$ cat config.mk
export PLATFORM = sky130hd
export DESIGN_NAME = infix_to_postfix_converter_core
export DESIGN_NICKNAME = d
export VERILOG_FILES = /design/src/rtl/itp_pkg.sv /design/src/rtl/itp_stack.sv /design/src/rtl/infix_to_postfix_converter_core.sv
export SDC_FILE = /design/constraint.sdc
export NUM_CORES = 1
export LEC_CHECK = 0
export ABC_CLOCK_PERIOD_IN_PS = 4700
export BUFFER_PORTS_ARGS = -buffer_cell sky130_fd_sc_hd__buf_2
export CORE_ASPECT_RATIO = 0.5
export CORE_MARGIN = 2
export CORE_UTILIZATION = 45
export DETAILED_ROUTE_END_ITERATION = 12
export SLEW_MARGIN = 15
export SYNTH_ARGS = -nofsm -noshare
export SYNTH_HDL_FRONTEND = slang
export SYNTH_SLANG_ARGS = --single-unit
$ cat constraint.sdc
create_clock -name i_clk -period 4.7 [get_ports i_clk]
set_clock_uncertainty 0.1 [all_clocks]
set_input_delay 0.705 -clock i_clk [delete_from_list [all_inputs] [get_ports i_clk]]
set_output_delay 0.705 -clock i_clk [all_outputs]
set_load 0.01 [all_outputs]
$ cat src/rtl/itp_pkg.sv
// Shared types and constants for the infix to postfix converter.
`default_nettype none

package itp_pkg;

    // Operator stack geometry
    localparam int STACK_DEPTH = 32;
    localparam int STK_IDX_W   = $clog2(STACK_DEPTH);
    localparam int STK_CNT_W   = $clog2(STACK_DEPTH + 1);

    // Operator codes as held on the stack
    typedef enum logic [2:0] {
        OP_OPEN = 3'd0,
        OP_ADD  = 3'd1,
        OP_SUB  = 3'd2,
        OP_MUL  = 3'd3,
        OP_DIV  = 3'd4,
        OP_POW  = 3'd5
    } t_op;

    // Error codes carried in a result word
    localparam logic [1:0] ERR_NONE     = 2'd0;
    localparam logic [1:0] ERR_BAD_CHAR = 2'd1;
    localparam logic [1:0] ERR_UNMATCH  = 2'd2;
    localparam logic [1:0] ERR_OVERFLOW = 2'd3;

    // Input word
    typedef struct packed {
        logic [7:0] token_char;
        logic       end_of_expr;
    } t_in_item;

    // Result word
    typedef struct packed {
        logic [7:0] postfix_char;
        logic       expr_done;
        logic [1:0] error_code;
        logic       is_last;
    } t_out_item;

    // Stack command from the controller
    typedef struct packed {
        logic clear;
        logic push;
        logic pop;
        t_op  code;
    } t_stk_cmd;

    // Stack status towards the controller
    typedef struct packed {
        t_op                  top;
        t_op                  below;
        logic [STK_CNT_W-1:0] count;
    } t_stk_stat;

endpackage

`default_nettype wire

$ cat src/rtl/itp_stack.sv
// Operator stack: memory with cached top and prefetched entry below the top.
`default_nettype none

module itp_stack (
    input  wire                       i_clk,
    input  wire                       i_rst_n,
    input  wire itp_pkg::t_stk_cmd    i_cmd,
    output itp_pkg::t_stk_stat        o_stat
);

    localparam int IW = itp_pkg::STK_IDX_W;
    localparam int CW = itp_pkg::STK_CNT_W;

    itp_pkg::t_op mem [itp_pkg::STACK_DEPTH];

    logic [CW-1:0] r_count, n_count;
    itp_pkg::t_op  r_top, n_top;
    itp_pkg::t_op  r_rdata;
    itp_pkg::t_op  w_below;
    logic [CW-1:0] w_raddr_full;

    // Entry zero is the sentinel and is never stored
    assign w_below = (r_count == CW'(2)) ? itp_pkg::OP_OPEN : r_rdata;

    // Work out next count and top
    always_comb begin
        n_count = r_count;
        n_top   = r_top;
        if (i_cmd.clear) begin
            n_count = CW'(1);
            n_top   = itp_pkg::OP_OPEN;
        end else if (i_cmd.push) begin
            n_count = r_count + CW'(1);
            n_top   = i_cmd.code;
        end else if (i_cmd.pop) begin
            n_count = r_count - CW'(1);
            n_top   = w_below;
        end
    end

    // Prefetch the entry below the next top
    assign w_raddr_full = n_count - CW'(2);

    // Hold count and cached top
    always_ff @(posedge i_clk) begin
        if (!i_rst_n) begin
            r_count <= CW'(1);
            r_top   <= itp_pkg::OP_OPEN;
        end else begin
            r_count <= n_count;
            r_top   <= n_top;
        end
    end

    // Write pushed code, read entry below top
    always_ff @(posedge i_clk) begin
        if (i_cmd.push && !i_cmd.clear) begin
            mem[r_count[IW-1:0]] <= i_cmd.code;
        end
        r_rdata <= mem[w_raddr_full[IW-1:0]];
    end

    assign o_stat.top   = r_top;
    assign o_stat.below = w_below;
    assign o_stat.count = r_count;

endmodule

`default_nettype wire

$ cat src/rtl/infix_to_postfix_converter_core.sv
// Top level: shunting-yard infix to postfix converter with output register.
// An accepted word is registered and evaluated in S_EVAL; each result word is
// loaded into the output register, and back-pressure stalls any step that emits.
// Each silently dropped open parenthesis and each popped entry takes its own step;
// the stack's prefetch of the entry below top lets such pops run back to back.
// Reset: stack returns to the sentinel alone at once; no memory clearing pass.
`default_nettype none

module infix_to_postfix_converter_core (
    input  wire                      i_clk,
    input  wire                      i_rst_n,
    input  wire                      i_in_valid,
    output logic                     o_in_ready,
    input  wire itp_pkg::t_in_item   i_in_data,
    output logic                     o_out_valid,
    input  wire                      i_out_ready,
    output itp_pkg::t_out_item       o_out_data
);

    localparam int CW = itp_pkg::STK_CNT_W;

    // Character constants
    localparam logic [7:0] CH_SPACE = 8'h20;
    localparam logic [7:0] CH_OPEN  = 8'h28;
    localparam logic [7:0] CH_CLOSE = 8'h29;
    localparam logic [7:0] CH_MUL   = 8'h2A;
    localparam logic [7:0] CH_ADD   = 8'h2B;
    localparam logic [7:0] CH_SUB   = 8'h2D;
    localparam logic [7:0] CH_DIV   = 8'h2F;
    localparam logic [7:0] CH_POW   = 8'h5E;
    localparam logic [7:0] CH_UA    = 8'h41;
    localparam logic [7:0] CH_UZ    = 8'h5A;
    localparam logic [7:0] CH_LA    = 8'h61;
    localparam logic [7:0] CH_LZ    = 8'h7A;

    typedef enum logic [2:0] {
        K_LETTER,
        K_SPACE,
        K_OPEN,
        K_CLOSE,
        K_OPER,
        K_BAD
    } t_kind;

    typedef enum logic {
        S_IDLE,
        S_EVAL
    } t_state;

    function automatic t_kind tok_kind(input logic [7:0] ch);
        t_kind k;
        if (ch inside {[CH_UA:CH_UZ], [CH_LA:CH_LZ]}) begin
            k = K_LETTER;
        end else begin
            case (ch)
                CH_SPACE: k = K_SPACE;
                CH_OPEN:  k = K_OPEN;
                CH_CLOSE: k = K_CLOSE;
                CH_ADD, CH_SUB, CH_MUL, CH_DIV, CH_POW: k = K_OPER;
                default:  k = K_BAD;
            endcase
        end
        return k;
    endfunction

    function automatic itp_pkg::t_op tok_op(input logic [7:0] ch);
        itp_pkg::t_op op;
        case (ch)
            CH_ADD:  op = itp_pkg::OP_ADD;
            CH_SUB:  op = itp_pkg::OP_SUB;
            CH_MUL:  op = itp_pkg::OP_MUL;
            CH_DIV:  op = itp_pkg::OP_DIV;
            CH_POW:  op = itp_pkg::OP_POW;
            default: op = itp_pkg::OP_OPEN;
        endcase
        return op;
    endfunction

    function automatic logic [7:0] op_char(input itp_pkg::t_op op);
        logic [7:0] c;
        case (op)
            itp_pkg::OP_OPEN: c = CH_OPEN;
            itp_pkg::OP_ADD:  c = CH_ADD;
            itp_pkg::OP_SUB:  c = CH_SUB;
            itp_pkg::OP_MUL:  c = CH_MUL;
            itp_pkg::OP_DIV:  c = CH_DIV;
            itp_pkg::OP_POW:  c = CH_POW;
            default:          c = 8'h00;
        endcase
        return c;
    endfunction

    function automatic logic [1:0] op_prec(input itp_pkg::t_op op);
        logic [1:0] p;
        case (op)
            itp_pkg::OP_ADD, itp_pkg::OP_SUB: p = 2'd1;
            itp_pkg::OP_MUL, itp_pkg::OP_DIV: p = 2'd2;
            itp_pkg::OP_POW:                  p = 2'd3;
            default:                          p = 2'd0;
        endcase
        return p;
    endfunction

    t_state              r_state, n_state;
    logic [7:0]          r_ch;
    logic                r_eoe;
    logic                r_out_valid, n_out_valid;
    itp_pkg::t_out_item  r_out, n_out;

    itp_pkg::t_stk_cmd   w_cmd, w_cmd_go;
    itp_pkg::t_stk_stat  w_stk;
    itp_pkg::t_out_item  w_emit;
    logic                w_want_emit;
    logic                w_fin;
    logic                w_can_emit;
    logic                w_go;
    t_kind               w_kind;
    itp_pkg::t_op        w_code;

    itp_stack u_stack (
        .i_clk   (i_clk),
        .i_rst_n (i_rst_n),
        .i_cmd   (w_cmd_go),
        .o_stat  (w_stk)
    );

    assign w_kind     = tok_kind(r_ch);
    assign w_code     = tok_op(r_ch);
    assign w_can_emit = !r_out_valid || i_out_ready;

    // Decide one step of the current word
    always_comb begin
        w_want_emit = 1'b0;
        w_emit      = '0;
        w_cmd       = '0;
        w_fin       = 1'b0;
        if (r_state == S_EVAL) begin
            if (r_eoe) begin
                // Flush down to the sentinel, then mark done
                if (w_stk.count > CW'(1)) begin
                    w_cmd.pop = 1'b1;
                    if (w_stk.top != itp_pkg::OP_OPEN) begin
                        w_want_emit         = 1'b1;
                        w_emit.postfix_char = op_char(w_stk.top);
                    end
                end else begin
                    w_want_emit      = 1'b1;
                    w_emit.expr_done = 1'b1;
                    w_emit.is_last   = 1'b1;
                    w_cmd.clear      = 1'b1;
                    w_fin            = 1'b1;
                end
            end else begin
                case (w_kind)
                    K_LETTER: begin
                        w_want_emit         = 1'b1;
                        w_emit.postfix_char = r_ch;
                        w_emit.is_last      = 1'b1;
                        w_fin               = 1'b1;
                    end
                    K_SPACE: begin
                        w_fin = 1'b1;
                    end
                    K_OPEN, K_OPER: begin
                        if (w_kind == K_OPER &&
                            op_prec(w_stk.top) >= op_prec(w_code)) begin
                            // Pop an operator of equal or higher precedence
                            w_want_emit         = 1'b1;
                            w_emit.postfix_char = op_char(w_stk.top);
                            w_emit.is_last      = op_prec(w_stk.below) < op_prec(w_code);
                            w_cmd.pop           = 1'b1;
                        end else if (w_stk.count >= CW'(itp_pkg::STACK_DEPTH)) begin
                            w_want_emit       = 1'b1;
                            w_emit.error_code = itp_pkg::ERR_OVERFLOW;
                            w_emit.is_last    = 1'b1;
                            w_cmd.clear       = 1'b1;
                            w_fin             = 1'b1;
                        end else begin
                            w_cmd.push = 1'b1;
                            w_cmd.code = (w_kind == K_OPEN) ? itp_pkg::OP_OPEN : w_code;
                            w_fin      = 1'b1;
                        end
                    end
                    K_CLOSE: begin
                        if (w_stk.top == itp_pkg::OP_OPEN) begin
                            if (w_stk.count <= CW'(1)) begin
                                w_want_emit       = 1'b1;
                                w_emit.error_code = itp_pkg::ERR_UNMATCH;
                                w_emit.is_last    = 1'b1;
                                w_cmd.clear       = 1'b1;
                            end else begin
                                w_cmd.pop = 1'b1;
                            end
                            w_fin = 1'b1;
                        end else begin
                            w_want_emit         = 1'b1;
                            w_emit.postfix_char = op_char(w_stk.top);
                            w_emit.is_last      = (w_stk.below == itp_pkg::OP_OPEN) &&
                                                  (w_stk.count > CW'(2));
                            w_cmd.pop           = 1'b1;
                        end
                    end
                    default: begin
                        w_want_emit       = 1'b1;
                        w_emit.error_code = itp_pkg::ERR_BAD_CHAR;
                        w_emit.is_last    = 1'b1;
                        w_cmd.clear       = 1'b1;
                        w_fin             = 1'b1;
                    end
                endcase
            end
        end
    end

    // Stall the whole step while it has a word to emit and the output register is blocked
    assign w_go     = !w_want_emit || w_can_emit;
    assign w_cmd_go = w_go ? w_cmd : '0;

    // Next state and output register
    always_comb begin
        n_state     = r_state;
        n_out_valid = r_out_valid;
        n_out       = r_out;
        if (r_out_valid && i_out_ready) begin
            n_out_valid = 1'b0;
        end
        if (w_go && w_want_emit) begin
            n_out_valid = 1'b1;
            n_out       = w_emit;
        end
        case (r_state)
            S_IDLE: begin
                if (i_in_valid) begin
                    n_state = S_EVAL;
                end
            end
            S_EVAL: begin
                if (w_go && w_fin) begin
                    n_state = S_IDLE;
                end
            end
            default: n_state = S_IDLE;
        endcase
    end

    // Hold state and registered outputs
    always_ff @(posedge i_clk) begin
        if (!i_rst_n) begin
            r_state     <= S_IDLE;
            r_out_valid <= 1'b0;
        end else begin
            r_state     <= n_state;
            r_out_valid <= n_out_valid;
        end
        r_out <= n_out;
        if (r_state == S_IDLE && i_in_valid) begin
            r_ch  <= i_in_data.token_char;
            r_eoe <= i_in_data.end_of_expr;
        end
    end

    assign o_in_ready  = (r_state == S_IDLE);
    assign o_out_valid = r_out_valid;
    assign o_out_data  = r_out;

    // Stack count stays within sentinel-only and full
    a_count_range: assert property (@(posedge i_clk) disable iff (!i_rst_n)
        (w_stk.count >= CW'(1)) && (w_stk.count <= CW'(itp_pkg::STACK_DEPTH)))
        else $error("stack count out of range");

    // With the sentinel alone the top reads as open paren
    a_sentinel_top: assert property (@(posedge i_clk) disable iff (!i_rst_n)
        (w_stk.count == CW'(1)) |-> (w_stk.top == itp_pkg::OP_OPEN))
        else $error("sentinel not on top of empty stack");

    // Error and done words carry no character and close their input
    a_marker_word: assert property (@(posedge i_clk) disable iff (!i_rst_n)
        (r_out_valid && (r_out.expr_done || r_out.error_code != itp_pkg::ERR_NONE))
        |-> (r_out.postfix_char == 8'h00 && r_out.is_last))
        else $error("malformed done or error word");

    // A loaded word never overwrites one not yet taken
    a_no_overwrite: assert property (@(posedge i_clk) disable iff (!i_rst_n)
        (r_out_valid && !i_out_ready) |=> ($stable(r_out) && r_out_valid))
        else $error("output word overwritten");

endmodule

`default_nettype wire

**Yosys cells after proc, flatten, opt, wreduce, memory -nomap -nowiden**

Memory sizes are Yosys's and may differ from the RTL's. A register that Yosys moved wholly into a read port is not among the register bits.
Cells that the tools add are included.

- Register bits: 32
- Bits in writable memories: 96
- Input bits: 13
- Output and inout bits: 14
- Logic and storage cells: 172
- Memories: 1

Memories:

| memory | depth | width | rd ports | clocked after memory_dff | wr ports | RTL line | text |
|---|---|---|---|---|---|---|---|
| u_stack.mem | 32 | 3 | 1 | 1 | 1 | itp_stack.sv:14 | `itp_pkg::t_op mem [itp_pkg::STACK_DEPTH];` |

- Add/sub/neg operators: 3
- Magnitude comparators: 10
- Eq/ne operators: 28
- Multiplexer cells: 85
- Bitwise logic cells: 2
- Reductions and logical operators: 33

Operator list:

| kind | count |
|---|---|
| $eq A8 B6 Y1 const B | 7 |
| $pmux W7 S6 | 1 |
| $mux W8 | 5 |
| $pmux W7 S5 | 1 |
| $mux W2 | 17 |
| $mux W3 | 11 |
| $mux W1 | 32 |
| $mux W6 | 5 |
| $eq A3 B2 Y1 const B | 8 |
| $pmux W2 S3 | 4 |
| $pmux W8 S3 | 1 |
| $eq A3 B3 Y1 const B | 7 |
| $reduce_or A2 Y1 | 10 |
| $ge A8 B7 Y1 const B | 2 |
| $le A8 B7 Y1 const B | 2 |
| $pmux W3 S5 | 1 |
| $eq A3 B1 Y1 const B | 4 |
| $pmux W3 S4 | 1 |
| $logic_and A1 B1 Y1 | 9 |
| $logic_not A3 Y1 | 3 |
| $pmux W1 S3 | 3 |
| $eq A8 B7 Y1 const B | 1 |
| $add A6 B1 Y6 const B | 1 |
| $eq A6 B2 Y1 const B | 1 |
| other kinds (16) | 24 |

**Depth between registers and ports, before layout**

Gate-level depths: netlist of run 1.

- Depth in word-level cells: 22
- Depth in mapped cells: 21

**Cells and area by module**

Synthesis of run 1 repeated with hierarchy kept, for this count alone.

- Cell total of the unflattened synthesis: 455
- Area total of the unflattened synthesis: 6208.5 um^2

By module, submodules not included:

| module | times used | cells each | area an instance (um^2) | seq. area each (um^2) |
|---|---|---|---|---|
| itp_stack | 1 | 292 | 4662.0 | 3123.0 |
| infix_to_postfix_converter_core | 1 | 163 | 1546.5 | 670.6 |

**Worst setup path before layout of run 1**

No wires, ideal clock.

- Kind: register to register
- From: register r_ch[6]
- To: register u_stack.r_rdata[0], read port of u_stack.mem
- Library setup time: 0.121 ns
- Data arrival time: 4.487 ns
- Required time: 4.479 ns
- Path slack: -0.008 ns
- Stages on the path, launching flop included: 21
- Path buffers: 3
- Period minus slack after synthesis: 4.708 ns
- Path through: edfxtp_1 > nor3b_1 > and2_1 > nand2_1 > a21oi_1 > nor2_1 > ha_1 > a21oi_1 > a21bo_2 > nand3_1 > a41oi_1 > o211a_1 > clkbuf_1 > buf_2 > ha_1 > nand2b_1 > o2111a_1 > buf_4 > mux2i_1 > mux2i_1 > mux2_2

- Word-level cells in the longest chain between the ends: 21
- Elaborated cells between the ends (all ways): 59

RTL lines:

| item | RTL line | text |
|---|---|---|
| start: declaration | infix_to_postfix_converter_core.sv:105 | `logic [7:0] r_ch;` |
| start signal: assignment | infix_to_postfix_converter_core.sv:257 | `r_ch <= i_in_data.token_char;` |
| $eq A8 B7 Y1 or $eq A8 B6 Y1 (tied branches) | infix_to_postfix_converter_core.sv:55, infix_to_postfix_converter_core.sv:68 |  |
| $pmux W3 S5 | infix_to_postfix_converter_core.sv:68 | `case (ch)` |
| $eq A3 B2 Y1 (tied with other cells) | infix_to_postfix_converter_core.sv:95 | `case (op)` |
| $reduce_or A2 Y1 | infix_to_postfix_converter_core.sv:95 |  |
| $pmux W2 S3 | infix_to_postfix_converter_core.sv:95 |  |
| $mux W2 | infix_to_postfix_converter_core.sv:154 | `case (w_kind)` |
| $mux W2 | infix_to_postfix_converter_core.sv:138 | `if (r_eoe) begin` |
| $mux W2 | infix_to_postfix_converter_core.sv:137 | `if (r_state == S_EVAL) begin` |
| [5 not listed] | -- |  |
| $mux W1 | infix_to_postfix_converter_core.sv:137 |  |
| $logic_not A1 Y1 | infix_to_postfix_converter_core.sv:216 | `assign w_go = !w_want_emit \|\| w_can_emit;` |
| $logic_or A1 B1 Y1 | infix_to_postfix_converter_core.sv:216 |  |
| $mux W6 (*) | infix_to_postfix_converter_core.sv:217 | `assign w_cmd_go = w_go ? w_cmd : '0;` |
| $mux W6 | itp_stack.sv:35 | `end else if (i_cmd.pop) begin` |
| $mux W6 | itp_stack.sv:32 | `end else if (i_cmd.push) begin` |
| $mux W6 (*) | itp_stack.sv:29 | `if (i_cmd.clear) begin` |
| $sub A5 B2 Y5 (*) | itp_stack.sv:42 | `assign w_raddr_full = n_count - CW'(2);` |
| end: declaration | itp_stack.sv:18 | `itp_pkg::t_op r_rdata;` |

Mark *: on every way between the ends. The rest lies on a longest branch, timed or not. The select of a mux whose other input is x is not followed.
A chain may end at the register's enable or synchronous reset.

**Worst setup path in the final report of run 1**

- From: register r_ch[7]
- To: register u_stack.r_rdata[0], read port of u_stack.mem

The elaborated chain is that of the path after synthesis.

==> impl_metrics.json, run 1 <==
{
  "synth_area_leaders": "edfxtp_1, mux2i_1, dfxtp_1, nor2_1, nand2_1",
  "io_buffers": 26,
  "timing.final.crit_share_pct": 94.6,
  "p_int_w": 0.00211,
  "timing.fmax_mhz": 225,
  "hold_violations": 0,
  "dieArea_mm2": 0.0155,
  "fin_crit_ps": 4450,
  "crit_path_max_fanout": 12,
  "crit_type": "register to register",
  "synth.distinct_cells": 67,
  "status": "complete, no violations",
  "setup_viol": 0,
  "critPathCaptureType": "register",
  "crit_buf_inv": 1,
  "critical_path.slowest_cell": "or4_4",
  "grt_usage_pct": 19.7,
  "grt_max_degree": 53,
  "grt.overflow.total": 0,
  "crit_required_ps": 4910,
  "pre_cts_slack_ps": -47.6,
  "p_comb_share_pct": 2.9,
  "cp_cell_sequence": "nand2b_4 -> or4_4 -> nand2_1 -> ha_1 -> nand2b_1 -> a211oi_2 -> a311oi_2 -> o21a_4 -> nor3_4 -> a21boi_0 -> xor2_1 -> nand2b_1 -> ha_4 -> nand2b_1 -> o2111a_2 -> buf_12 -> mux2i_1 -> mux2i_1 -> mux2_2",
  "peakVddDrop_mv": 0.246,
  "rows": 31,
  "fin_setup_tns_ps": 0,
  "synth_edf_count": 117,
  "syn_nets": 553,
  "critPathArrivalTime_ps": 4650,
  "clockPowerShare_pct": 50.2,
  "coreArea_mm2": 0.0143,
  "slew-limit-headroom_pct": 43.2,
  "p_per_area_mw_per_mm2": 353,
  "switching_share_pct": 22.5,
  "routedWlPerCell_um": 18.1,
  "async_flop_share_pct": 0,
  "numCtsBuffers": 17,
  "grt_pass1_wl_um": 22800,
  "dp_hpwl_um": 9960,
  "wl_met3_um": 515,
  "start_kind": "register",
  "p_seq_share_pct": 46.9,
  "fin_ws_ps": 253,
  "syn_to_final_growth_pct": 18.4,
  "num-nets-final": 607,
  "dr_wl_met2_um": 6690,
  "utilization_pct": 53.8,
  "worst_pin_slew_ps": 845,
  "die_y_um": 89.0,
  "ys_top_cells_by_count": "edfxtp_1, mux2i_1, nor2_1, nand2_1, a21oi_1",
  "clock_latency_ps": 420,
  "cts.sinks": 131,
  "power_leakage_nw": 2.54,
  "initial_core_util_pct": 45.5,
  "final_max_slew_viol_count": 0,
  "top_layer": "met4",
  "cp_slowest_stage_delay_ps": 580,
  "cts_max_path_buffers": 2,
  "finalInstanceArea_mm2": 0.00770,
  "synth_top_area_share_pct": 54.0,
  "die_w_um": 174,
  "ys_warn_count": 0,
  "avgSynthCellArea_um2": 12.2,
  "yosys.area.top_type": "edfxtp_1",
  "rsz0062_at_grt": "yes",
  "crit_top_cell": "nand2b_1",
  "synth_flop_cell": "edfxtp_1",
  "cp_top_family": "simple AND/OR/NAND/NOR gates",
  "synthCells": 532,
  "antenna_found_initial": 0,
  "first_pass_iters": 5,
  "globalplace.congestion": 0.857,
  "syn-cell-area_mm2": 0.00651,
  "via_per_inst": 5.39,
  "ys_ff_latch": 131,
  "cts_tree": "built",
  "root_buffer": "clkbuf_16",
  "drt_iter0_drc": 235,
  "ant_nets": 0,
  "synth_seq_area_share_pct": 58.3,
  "drive_gt1_share_pct": 19.9,
  "p_sw_w": 0.000612,
  "pin_count": 27,
  "vias": 4297,
  "maxCapViolations": 0,
  "wl_um": 14400,
  "n_antenna_cell": 0,
  "placed_cell_area_mm2": 0.00703,
  "clkSlewWorstSetupHoldPaths_ps": 60,
  "grt_pass1_vias": 4203,
  "hold_buffers": 0,
  "post-synth-top-count-cell": "edfxtp_1",
  "holdCritPathClass": "primary input to register",
  "cts.htree.levels": 4,
  "met1_length_um": 7060,
  "drc": 0
}
cell families after synthesis:
logic type | synth area share (%)
AND/OR/NAND/NOR | 15.1
flip-flops | 58.3
AO/OA/AOI/OAI | 9.21
multiplexers | 12.9
buffers and inverters | 2.08
adder cells (fa/ha/maj) | 1.54
XOR/XNOR | 0.923
other | 0.0576
sequential cells by signal, indices dropped and copies added, names as in the netlist:
| name | flops |
|---|---|
| u_stack.mem | 96 |
| r_ch | 8 |
| u_stack.r_top | 3 |
| u_stack.r_rdata | 3 |
| r_eoe | 1 |
| o_out_valid | 1 |
| o_out_data | 12 |
| r_state | 1 |
| u_stack.r_count | 6 |
per-layer routing:
| layer | track usage, % | vias up |
|---|---|---|
| met5 | 0 | - |
| met4 | 5.73 | 0 |
| met3 | 3.70 | 15 |
| met2 | 33.7 | 74 |
| met1 | 26.3 | 2080 |
| li1 | - | 2128 |
stage by stage:
stage	total power (W)	hold slack, ps	cells
detailed placement	0.00138	510	764
CTS	0.00273	346	796
finish	0.00272	358	797
floorplan	0.00135	489	532
global route	0.00279	349	797
global placement	0.00138	508	764
final timing paths:
kind,end,slack (ps),cells past startpoint,start
min reg2reg,o_out_valid$_SDFFE_PN0P_,530,2,o_out_valid$_SDFFE_PN0P_
max reg2reg,u_stack.r_rdata[0]$_DFF_P_,250,19,r_ch[7]$_DFFE_PP_
max,u_stack.r_rdata[0]$_DFF_P_,250,19,r_ch[7]$_DFFE_PP_
min,r_ch[5]$_DFFE_PP_,360,1,i_in_data[6]
final cells by class:
class	instances	area [µm²]
clock buffers	17	425
clock inverters	15	190
fillers	1219	6610
inverters	7	26.3
multi-input cells	372	2620
flip-flops and latches	131	3790
well taps	198	248
repair buffers	57	397
placed cells by master, fill, tap and decap left out, types with 4 or more instances in the layout:
| cell type | n |
|---|---|
| nand3_1 | 16 |
| inv_1 | 6 |
| edfxtp_1 | 117 |
| and3_1 | 6 |
| a31oi_1 | 4 |
| nor4_1 | 5 |
| nor2_1 | 63 |
| a211oi_1 | 7 |
| nand2b_1 | 13 |
| mux2_2 | 5 |
| a22oi_1 | 6 |
| o21ai_0 | 12 |
| ha_1 | 7 |
| nor3_1 | 7 |
| inv_8 | 4 |
| inv_6 | 5 |
| or3_1 | 4 |
| a21oi_1 | 19 |
| nand3b_1 | 6 |
| dfxtp_1 | 14 |
| buf_2 | 26 |
| and2_1 | 5 |
| a21boi_0 | 5 |
| mux2i_1 | 78 |
| nand2_1 | 34 |
| nor2b_1 | 8 |
| clkbuf_16 | 18 |
| buf_4 | 28 |
power by group through the flow:
stage | clock, W | combinational (W) | sequential (W)
final | 0.00136 | 0.0000794 | 0.00127
after global routing | 0.00142 | 0.0000885 | 0.00128
after CTS | 0.00138 | 0.0000793 | 0.00127
after detailed placement | 0 | 0.0000791 | 0.00130
after global placement | 0 | 0.0000791 | 0.00130
after floorplan | 0 | 0.0000488 | 0.00130
repair_timing:
item,4_1_cts,5_1_grt
setup endpoints to repair,2,3
gates resized for setup,1,7
buffers inserted,0,1
Power figures use the tool's default switching activity.
==> inputs of run 2 (changes only) <==
--- a/config.mk
+++ b/config.mk
@@ -5,7 +5,7 @@
 export SDC_FILE = /design/constraint.sdc
 export NUM_CORES = 1
 export LEC_CHECK = 0
-export ABC_CLOCK_PERIOD_IN_PS = 4700
+export ABC_CLOCK_PERIOD_IN_PS = 3630
 export BUFFER_PORTS_ARGS = -buffer_cell sky130_fd_sc_hd__buf_2
 export CORE_ASPECT_RATIO = 0.5
 export CORE_MARGIN = 2
==> constraint.sdc (replaced) <==
create_clock -name i_clk -period 3.63 [get_ports i_clk]
set_clock_uncertainty 0.1 [all_clocks]
set_input_delay 0.5445 -clock i_clk [delete_from_list [all_inputs] [get_ports i_clk]]
set_output_delay 0.5445 -clock i_clk [all_outputs]
set_load 0.01 [all_outputs]
==> run 2 against run 1 <==
Clock-buffer cell count is the same. Total power is 30% higher. The flow now finishes with violations (negative setup slack). Cell count up 8.3%.
==> impl_metrics.json, run 2 (synthesis gave the netlist of run 1 again) <==
{
  "largest_register_ffs": 96,
  "die_y_um": 89.0,
  "status": "complete, but fails checks",
  "fin_crit_ps": 4170,
  "num-fill-cells": 1175,
  "power_leakage_nw": 2.94,
  "pre_cts_slack_ps": -567,
  "rsz0062_at_grt": "yes",
  "reg2reg_from": "r_ch[0]$_DFFE_PP_",
  "cts_tree": "built",
  "io_buffers": 26,
  "cts.htree.levels": 4,
  "clockPowerShare_pct": 49.3,
  "place_inst": 826,
  "timing.fmax_mhz": 240,
  "root_buffer": "clkbuf_16",
  "peakVddDrop_mv": 0.380,
  "cts_max_path_buffers": 2,
  "numCtsBuffers": 17,
  "busiest_layer": "met2",
  "dp_hpwl_um": 11100,
  "switching_share_pct": 22.6,
  "p_per_area_mw_per_mm2": 422,
  "clock_latency_ps": 430,
  "use_met2_pct": 37.5,
  "die_w_um": 174,
  "setup_viol": 3,
  "maxCapViolations": 0,
  "antenna_found_initial": 0,
  "worst_pin_slew_ps": 748,
  "routedWlPerCell_um": 18.5,
  "hold_violations": 0,
  "ant_nets": 0,
  "grt_pass1_wl_um": 24900,
  "drc": 0,
  "p_sw_w": 0.000795,
  "vias": 4723,
  "globalplace.congestion": 0.851,
  "grt_max_degree": 34,
  "n_antenna_cell": 0,
  "grt_util_met1_pct": 27.8,
  "grt.overflow.total": 0,
  "min_from": "i_in_data[0]",
  "drt_iter0_drc": 271,
  "clkSlewWorstSetupHoldPaths_ps": 60,
  "cts.sinks": 131,
  "first_pass_iters": 7,
  "use_met3_pct": 4.63,
  "critPathCaptureType": "register",
  "timing.final.crit_share_pct": 115,
  "crit_path_max_fanout": 7,
  "crit_type": "register to register",
  "p_int_w": 0.00273,
  "crit_required_ps": 3840,
  "slew-limit-headroom_pct": 50.0,
  "drive_gt1_share_pct": 30.7,
  "pin_count": 27,
  "final_max_slew_viol_count": 0,
  "coreArea_mm2": 0.0143,
  "violations": "negative setup slack",
  "holdCritPathClass": "primary input to register",
  "num-nets-final": 673,
  "initial_core_util_pct": 45.5,
  "grt_usage_pct": 21.6,
  "layout_common_cells": "edfxtp_1, buf_4, mux2i_1",
  "syn_to_final_growth_pct": 28.4,
  "dieArea_mm2": 0.0155,
  "hold_buffers": 0,
  "p_comb_share_pct": 4.0,
  "mostFrequentLayoutCell": "edfxtp_1",
  "start_kind": "register",
  "final_cells": 863,
  "grt_pass1_vias": 4653,
  "fin_ws_ps": -541,
  "critPathArrivalTime_ps": 4380,
  "crit_start": "r_ch[0]$_DFFE_PP_",
  "via_per_inst": 5.47,
  "utilization_pct": 58.4,
  "rows": 31,
  "p_seq_share_pct": 46.7,
  "wl_um": 15900
}
run 2: cell count changes in the layout (fill, tap and decap cells not counted), sizes merged:
cell / before / now
buf: 56 / 122
clkinv: 4 / 3
clkinvlp: 1 / 3
inv: 15 / 14
run 2: critical path, stage by stage, from the launching register on:
cell      delay [ps]
edfxtp_1         390
nand2b_4         170
or4_4            530
nand2_4           90
ha_4             190
nand2b_4         150
a211oi_2         200
a311oi_2          80
o21a_4           260
nor3_4           220
a21boi_4          90
xor2_2           150
nand2b_4         150
ha_4             170
nand2b_4         130
o2111a_2         300
buf_12           160
mux2i_2          180
mux2i_1          100
mux2_4           270
run 2: cell type report:
class / count / area (µm²) / share of cell area [%]
flip-flops and latches: 131 / 3790 / 45.4
multi-input cells: 372 / 2770 / 33.1
repair buffers: 123 / 926 / 11.1
clock buffers: 17 / 425 / 5.09
well taps: 198 / 248 / 2.96
clock inverters: 15 / 168 / 2.01
inverters: 7 / 26.3 / 0.314
run 2: worst paths after layout:
check / to / slack (ps) / depth (start not counted)
max: u_stack.r_rdata[0]$_DFF_P_ / -540 / 19
min: r_eoe$_DFFE_PP_ / 190 / 1
max reg2reg: u_stack.r_rdata[0]$_DFF_P_ / -540 / 19
min reg2reg: r_state$_SDFF_PN0_ / 540 / 2
run 2: per-layer routing:
layer / share of wire [%] / vias up / routed length [µm]
li1: - / 2263 / -
met3: 5.4 / 19 / 858
met2: 47 / 129 / 7560
met4: 1.2 / 0 / 185
met5: 0 / - / 0
met1: 46 / 2312 / 7320
run 2: what timing repair did:
action,in CTS,in global routing
endpoints found under the hold margin,0,0
gates cloned,0,1
endpoints found under the setup margin,3,5
setup buffers,2,2
resized for setup,0,9
pin swaps,2,2
run 2: through the flow:
stage	hold WS, ps	instance area [µm²]	TNS (ps)	total power [W]
after floorplan	489	6670	-1590	0.00175
after global placement	513	7660	-1350	0.00181
after detailed placement	528	7660	-1610	0.00182
after CTS	182	8270	-1440	0.00354
after global routing	184	8360	-1980	0.00363
final	194	8360	-1540	0.00353
run 2: power by group through the flow:
stage	combinational [W]	clock [W]	sequential [W]
floorplan	0.0000692	0	0.00168
detailed placement	0.000137	0	0.00168
finish	0.000140	0.00174	0.00165
CTS	0.000138	0.00176	0.00165
global placement	0.000136	0	0.00168
global route	0.000152	0.00183	0.00165
